## src/rtl/mtf_pkg.sv

```systemverilog
// Shared types and constants of the move-to-front coder.
package mtf_pkg;

	// Width of a symbol or a list position
	localparam int SYM_W = 8;

	// Direction register codes
	localparam logic DIR_ENCODE = 1'b0;
	localparam logic DIR_DECODE = 1'b1;

	// Control of one list cell
	typedef struct packed {
		logic load_id;   // reload the cell's identity value
		logic shift;     // take the neighbour's value
	} cell_ctrl_t;

endpackage

```

## src/rtl/mtf_cell.sv

```systemverilog
// One entry of the symbol list: holds a symbol and takes its neighbour's value on a shift.
module mtf_cell #(
	parameter int IDX = 0
) (
	input  logic                       clk,
	input  logic                       arst_n,
	input  mtf_pkg::cell_ctrl_t        ctrl,
	input  logic [mtf_pkg::SYM_W-1:0]  d,
	output logic [mtf_pkg::SYM_W-1:0]  q
);

	logic [mtf_pkg::SYM_W-1:0] sym_q;

	// Reload identity at block start, otherwise advance with the row
	always_ff @(posedge clk or negedge arst_n) begin
		if (!arst_n) begin
			sym_q <= mtf_pkg::SYM_W'(IDX);
		end else if (ctrl.load_id) begin
			sym_q <= mtf_pkg::SYM_W'(IDX);
		end else if (ctrl.shift) begin
			sym_q <= d;
		end
	end

	assign q = sym_q;

endmodule

```

## src/rtl/move_to_front_coder.sv

```systemverilog
// Top level of the move-to-front coder: a rotating row of list cells and its sequencer.
//
// Channel   Direction  Handshake                 Content
// s_axis    in         s_axis_tvalid/tready      symbol or position, block start flag
// m_axis    out        m_axis_tvalid/tready      coded value
// cfg       in         cfg_valid/cfg_ready       direction bit
//
// Each item is accepted and then handled in one pass in which the
// whole list rotates once through the row of cells, one entry per cycle past the head.
// Reset loads the identity list at once; no clearing pass is needed.
// The pass halts on its final cycle while a previous result still waits on m_axis;
// a new item is accepted while a result waits.
module move_to_front_coder #(
	parameter int ALPHABET_SIZE = 256
) (
	input  logic        clk,
	input  logic        arst_n,
	input  logic        s_axis_tvalid,
	output logic        s_axis_tready,
	input  logic [7:0]  s_axis_tdata,   // [7:0] symbol
	input  logic        s_axis_tuser,   // [0] block_start
	output logic        m_axis_tvalid,
	input  logic        m_axis_tready,
	output logic [7:0]  m_axis_tdata,   // [7:0] coded
	input  logic        cfg_valid,
	output logic        cfg_ready,
	input  logic        cfg_data
);

	localparam int N  = ALPHABET_SIZE;
	localparam int IW = (N > 2) ? $clog2(N) : 1;
	localparam int SW = mtf_pkg::SYM_W;

	typedef enum logic [1:0] {
		ST_IDLE = 2'b01,
		ST_RUN  = 2'b10
	} state_t;

	state_t              state_q;
	logic                dir_q;
	logic                mode_q;
	logic                in_range_q;
	logic                found_q;
	logic [SW-1:0]       key_q;
	logic [SW-1:0]       carry_q;
	logic [SW-1:0]       moved_q;
	logic [SW-1:0]       pos_res_q;
	logic [IW-1:0]       cnt_q;
	logic                out_valid_q;
	logic [SW-1:0]       out_data_q;

	logic [SW-1:0]       cell_q [N];
	logic [SW-1:0]       cell_d [N];
	mtf_pkg::cell_ctrl_t cell_ctrl;

	logic                in_acc;
	logic                out_free;
	logic                last;
	logic                adv;
	logic [SW-1:0]       head;
	logic [SW-1:0]       cnt_sym;
	logic                match;
	logic                mv;
	logic [SW-1:0]       feed;
	logic [SW-1:0]       moved_now;
	logic                fix_front;
	logic [SW-1:0]       result;
	logic                sym_in_range;
	logic [SW-1:0]       dec_pos;

	assign in_acc   = s_axis_tvalid && s_axis_tready;
	assign out_free = !out_valid_q || m_axis_tready;
	assign head     = cell_q[0];
	assign cnt_sym  = SW'(cnt_q);
	assign last     = (cnt_q == IW'(N - 1));
	assign adv      = (state_q == ST_RUN) && !(last && !out_free);

	// Input field checks against the alphabet
	assign sym_in_range = ({1'b0, s_axis_tdata} < (SW + 1)'(N));
	assign dec_pos      = sym_in_range ? s_axis_tdata : SW'(N - 1);

	// Head of the row: match, feed to the tail and the symbol moving to the front
	always_comb begin
		if (mode_q == mtf_pkg::DIR_ENCODE) begin
			mv        = in_range_q && !found_q;
			match     = mv && (head == key_q);
			fix_front = in_range_q;
		end else begin
			mv        = (cnt_sym <= key_q);
			match     = (cnt_sym == key_q);
			fix_front = 1'b1;
		end
		feed      = mv ? carry_q : head;
		moved_now = match ? head : moved_q;
		if (mode_q == mtf_pkg::DIR_ENCODE) begin
			if (!in_range_q) begin
				result = '0;
			end else begin
				result = match ? cnt_sym : pos_res_q;
			end
		end else begin
			result = moved_now;
		end
	end

	// Cell controls
	assign cell_ctrl.load_id = in_acc && s_axis_tuser;
	assign cell_ctrl.shift   = adv;

	// Row of cells, rotating towards the head
	for (genvar i = 0; i < N; i++) begin : g_cell
		if (i == N - 1) begin : g_tail
			assign cell_d[i] = feed;
		end else if (i == 0) begin : g_front
			assign cell_d[i] = (last && fix_front) ? moved_now : cell_q[i + 1];
		end else begin : g_mid
			assign cell_d[i] = cell_q[i + 1];
		end
		mtf_cell #(.IDX(i)) u_cell (
			.clk    (clk),
			.arst_n (arst_n),
			.ctrl   (cell_ctrl),
			.d      (cell_d[i]),
			.q      (cell_q[i])
		);
	end

	// Sequencer state
	always_ff @(posedge clk or negedge arst_n) begin
		if (!arst_n) begin
			state_q     <= ST_IDLE;
			dir_q       <= mtf_pkg::DIR_ENCODE;
			cnt_q       <= '0;
			found_q     <= 1'b0;
			out_valid_q <= 1'b0;
		end else begin
			if (cfg_valid && cfg_ready) begin
				dir_q <= cfg_data;
			end
			// Raise the result beat at the end of a pass, drop it once taken
			out_valid_q <= (adv && last) || (out_valid_q && !m_axis_tready);
			unique case (state_q)
				ST_IDLE: begin
					if (in_acc) begin
						state_q <= ST_RUN;
						cnt_q   <= '0;
						found_q <= 1'b0;
					end
				end
				ST_RUN: begin
					if (adv) begin
						cnt_q <= cnt_q + IW'(1);
						if (match) begin
							found_q <= 1'b1;
						end
						if (last) begin
							state_q <= ST_IDLE;
						end
					end
				end
				default: begin
					state_q <= ST_IDLE;
				end
			endcase
		end
	end

	// Item payload, carried entry and result
	always_ff @(posedge clk) begin
		if (in_acc) begin
			mode_q     <= dir_q;
			in_range_q <= (dir_q == mtf_pkg::DIR_DECODE) || sym_in_range;
			key_q      <= (dir_q == mtf_pkg::DIR_DECODE) ? dec_pos : s_axis_tdata;
		end
		if (adv) begin
			carry_q <= head;
			if (match) begin
				moved_q   <= head;
				pos_res_q <= cnt_sym;
			end
			if (last) begin
				out_data_q <= result;
			end
		end
	end

	assign s_axis_tready = (state_q == ST_IDLE);
	assign cfg_ready     = 1'b1;
	assign m_axis_tvalid = out_valid_q;
	assign m_axis_tdata  = out_data_q;

endmodule

```

## config.mk

```make
export PLATFORM = sky130hd
export DESIGN_NAME = move_to_front_coder
export DESIGN_NICKNAME = d
export VERILOG_FILES = /design/src/rtl/mtf_pkg.sv /design/src/rtl/mtf_cell.sv /design/src/rtl/move_to_front_coder.sv
export SDC_FILE = /design/constraint.sdc
export NUM_CORES = 2
export LEC_CHECK = 0
export BUFFER_PORTS_ARGS = -buffer_cell sky130_fd_sc_hd__buf_4
export CORE_UTILIZATION = 44
export CTS_BUF_LIST = sky130_fd_sc_hd__clkbuf_8 sky130_fd_sc_hd__clkbuf_16
export CTS_CLUSTER_SIZE = 20
export DETAILED_ROUTE_END_ITERATION = 7
export HOLD_SLACK_MARGIN = 0.06
export SYNTH_ARGS = -nofsm -noshare
export SYNTH_HDL_FRONTEND = slang
export SYNTH_SLANG_ARGS = --single-unit
```

## constraint.sdc

```tcl
create_clock -name clk -period 3 [get_ports clk]
set_input_delay 0.45 -clock clk [delete_from_list [all_inputs] [get_ports clk]]
set_output_delay 0.45 -clock clk [all_outputs]
set_load 0.005 [all_outputs]
```

==> run summary <==
Mapped Cells -> 9100
Starting Density -> 0.445
CP Cell Sequence -> ha_1 > nand3_1 > o31ai_4 > buf_12 > buf_12 > buf_4 > o21ai_0 > nand2_1
Slew @ Worst Pin -> 0.739 ns
Post-CTS Repair Setup Buffers -> 0
htree depth -> 4
Bufs on Longest Clock Path -> 3
Syn. warnings -> 0
DP Cell Count -> 11200
crit start category -> flop
register area share after synthesis -> 0.644
most common cell after layout, fill and taps aside -> nand2_1
worst min-delay path category -> input pin to async pin
delay-heaviest family, CP -> buffers and inverters
Slew HR -> 0.508
worst skew pair latency -> 0.82 ns
Max Cap Viol -> 0
skew final -> 0.0284 ns
WP data arrival -> 3.25 ns
Max IR drop VDD -> 0.548 mV
CTS sink cnt -> 2102
#FFs+latches synth -> 2102
Post-synth ARST share -> 0.980
layout cells sized above 1 -> 0.183
final WL -> 162000 um
most used cell, CP -> buf_12
CTS tree -> built
Design Area, Final -> 94800 um^2
drt drc -> 0
via count -> 59000
RSZ-0062 raised after global routing -> false
Core ar. -> 189000 um^2
syn_area_per_cell -> 9.23 um^2
row count -> 159
Die Footprint -> 193000 um^2
Die H -> 439 um
crit-path max FO -> 98
IO Pins -> 26
Overflow after GRT -> 0
number of buffers added on ports -> 24
final hold vios -> 0
setup TNS -> 0 ns
Die Wd -> 439 um
Worst Reg-to-Reg Cells -> 8
number of synthesized flops with an enable pin -> 41
Total GRT Usage -> 0.171
DRT antenna net count -> 0
Reg-to-Reg Start -> cnt_q[0]
Slew Viols, Final -> 0
CTS buffer count -> 213
critical register-to-register path endpoint -> g_cell[106].u_cell.q[3]
Final min period -> 2.50 ns
Placed Instance Area -> 87600 um^2
routed len/inst -> 13.9 um
Worst setup EP type -> flop
status -> complete, no violations
pre-CTS setup slack -> 0.481 ns
r2r setup slk -> 0.50 ns
Mapped Nets -> 9124
largest net degree at the start of global routing -> 145
vias in the first global route -> 59900
Synth cell types -> 41
Tcrit/Tclk final -> 0.834
DR pass1 iterations -> 5
root buf cell -> clkbuf_16
Setup violations, final -> 0
fmax -> 400 MHz
Iter 0 DRT Violations -> 4474
final worst slack -> 0.499 ns
initial antenna violation count -> 1
first-pass GRT wire length -> 288000 um
Setup CP Type -> flop to flop
Layout Nets -> 8942
post-DP HPWL -> 87000 um
non-filler cells, final -> 11600
P per Cell Area -> 1040 nW/um^2
clock transition at the registers of the reported paths -> 0.06 ns
Critical path buffers and inverters -> 3
drt via density -> 5.08
top_reg_cell synth -> dfrtp_1
CP max-delay cell -> dfrtp_1
synthesized area -> 84000 um^2
Crit path largest cell delay -> 0.43 ns
GPL Wtd Cong -> 0.775
Static Leakage -> 45.6 nW
commonest non-fill, non-tap cells in the layout -> nand2_1 (4089), dfrtp_1 (1036), dfstp_2 (1025)
Critical Path RT -> 3.75 ns
area growth from synthesis to layout -> 12.9%
sequential cells by signal, indices dropped and copies added, names as in the netlist:
signal / count
state_q: 2
key_q: 8
cnt_q: 8
mode_q: 1
m_axis_tdata: 8
found_q: 1
carry_q: 8
m_axis_tvalid: 1
moved_q: 8
g_cell.u_cell.q: 2048
dir_q: 1
pos_res_q: 8
routing by layer:
metal / up-vias / part of all wire / wire length (um) / GRT usage
li1: 28900 / - / - / -
met1: 29200 / 0.49 / 79400 / 0.239
met2: 595 / 0.46 / 75000 / 0.282
met3: 218 / 0.028 / 4530 / 0.0254
met4: 0 / 0.018 / 2850 / 0.0416
met5: - / 0 / 0 / 0
how the worst max path moves through the flow:
stage / cells after the start / end / startpoint
2_1_floorplan: 6 / carry_q[0] / cnt_q[0]
3_3_place_gp: 8 / g_cell[106].u_cell.q[3] / m_axis_tready
3_5_place_dp: 8 / g_cell[106].u_cell.q[3] / m_axis_tready
4_1_cts: 9 / g_cell[133].u_cell.q[3] / cnt_q[0]
5_1_grt: 8 / g_cell[112].u_cell.q[4] / cnt_q[0]
6_report: 8 / g_cell[106].u_cell.q[3] / cnt_q[0]
per-stage QoR:
step / power, mW / hold slack [ns] / util
6_report: 98.2 / 0.218 / 0.503
5_1_grt: 105 / 0.226 / 0.503
4_1_cts: 99.7 / 0.180 / 0.503
3_5_place_dp: 72.6 / 0.439 / 0.465
3_3_place_gp: 71.6 / 0.437 / 0.465
2_1_floorplan: 65.5 / 0.154 / -
layout make-up:
type,instances,area (um^2)
fillers,17200,93800
flip-flops and latches,2102,54100
multi-input cells,6292,26800
clock buffers,273,6170
repair buffers,296,3680
well taps,2495,3120
clock inverters,132,906
inverters,13,56.3
diodes,1,2.50
synthesized netlist by cell type (10+ instances only):
master	n	area, um^2
a21oi_1	13	65.1
buf_1	10	37.5
buf_2	342	1710
clkbuf_1	340	1280
dfrtp_1	1036	25900
dfstp_2	1025	26900
edfxtp_1	41	1230
inv_1	10	37.5
mux2_2	16	180
mux2i_1	12	120
nand2_1	4090	15400
nand3_1	1022	5110
nand4_1	13	81.3
nor3_1	10	50.1
o21ai_0	628	3140
o21ai_1	406	2030
xor2_1	11	96.3
where the power goes:
part           internal (mW)  switching (mW)  leakage, nW
registers               43.4            4.90         25.3
clock network           15.1            11.2         3.79
logic                   8.71            15.0         16.5
worst register-to-register path: stages (launching register included):
cell,delay (ns)
dfrtp_1,0.43
ha_1,0.24
nand3_1,0.17
o31ai_4,0.34
buf_12,0.19
buf_12,0.35
buf_4,0.47
o21ai_0,0.15
nand2_1,0.10
cells by family (layout without fill, tap and decap cells):
group	after synthesis	count (layout)	share of synthesized area
muxes	28	28	0.00358
buffers and inverters	706	714	0.0367
adders and majority gates	9	9	0.00134
xor gates and xnor gates	14	14	0.00146
AOI/OAI and AO/OA	1084	1084	0.0661
and+or+nand+nor	5156	5156	0.247
other	1	2	0.0000447
DFF	2102	2102	0.644
repair_timing:
item / in CTS / in global routing
endpoints found under the hold margin: 146 / 0
hold buffers: 13 / 0
gates resized for setup: 0 / 0
(Power assumes the default switching activity.)
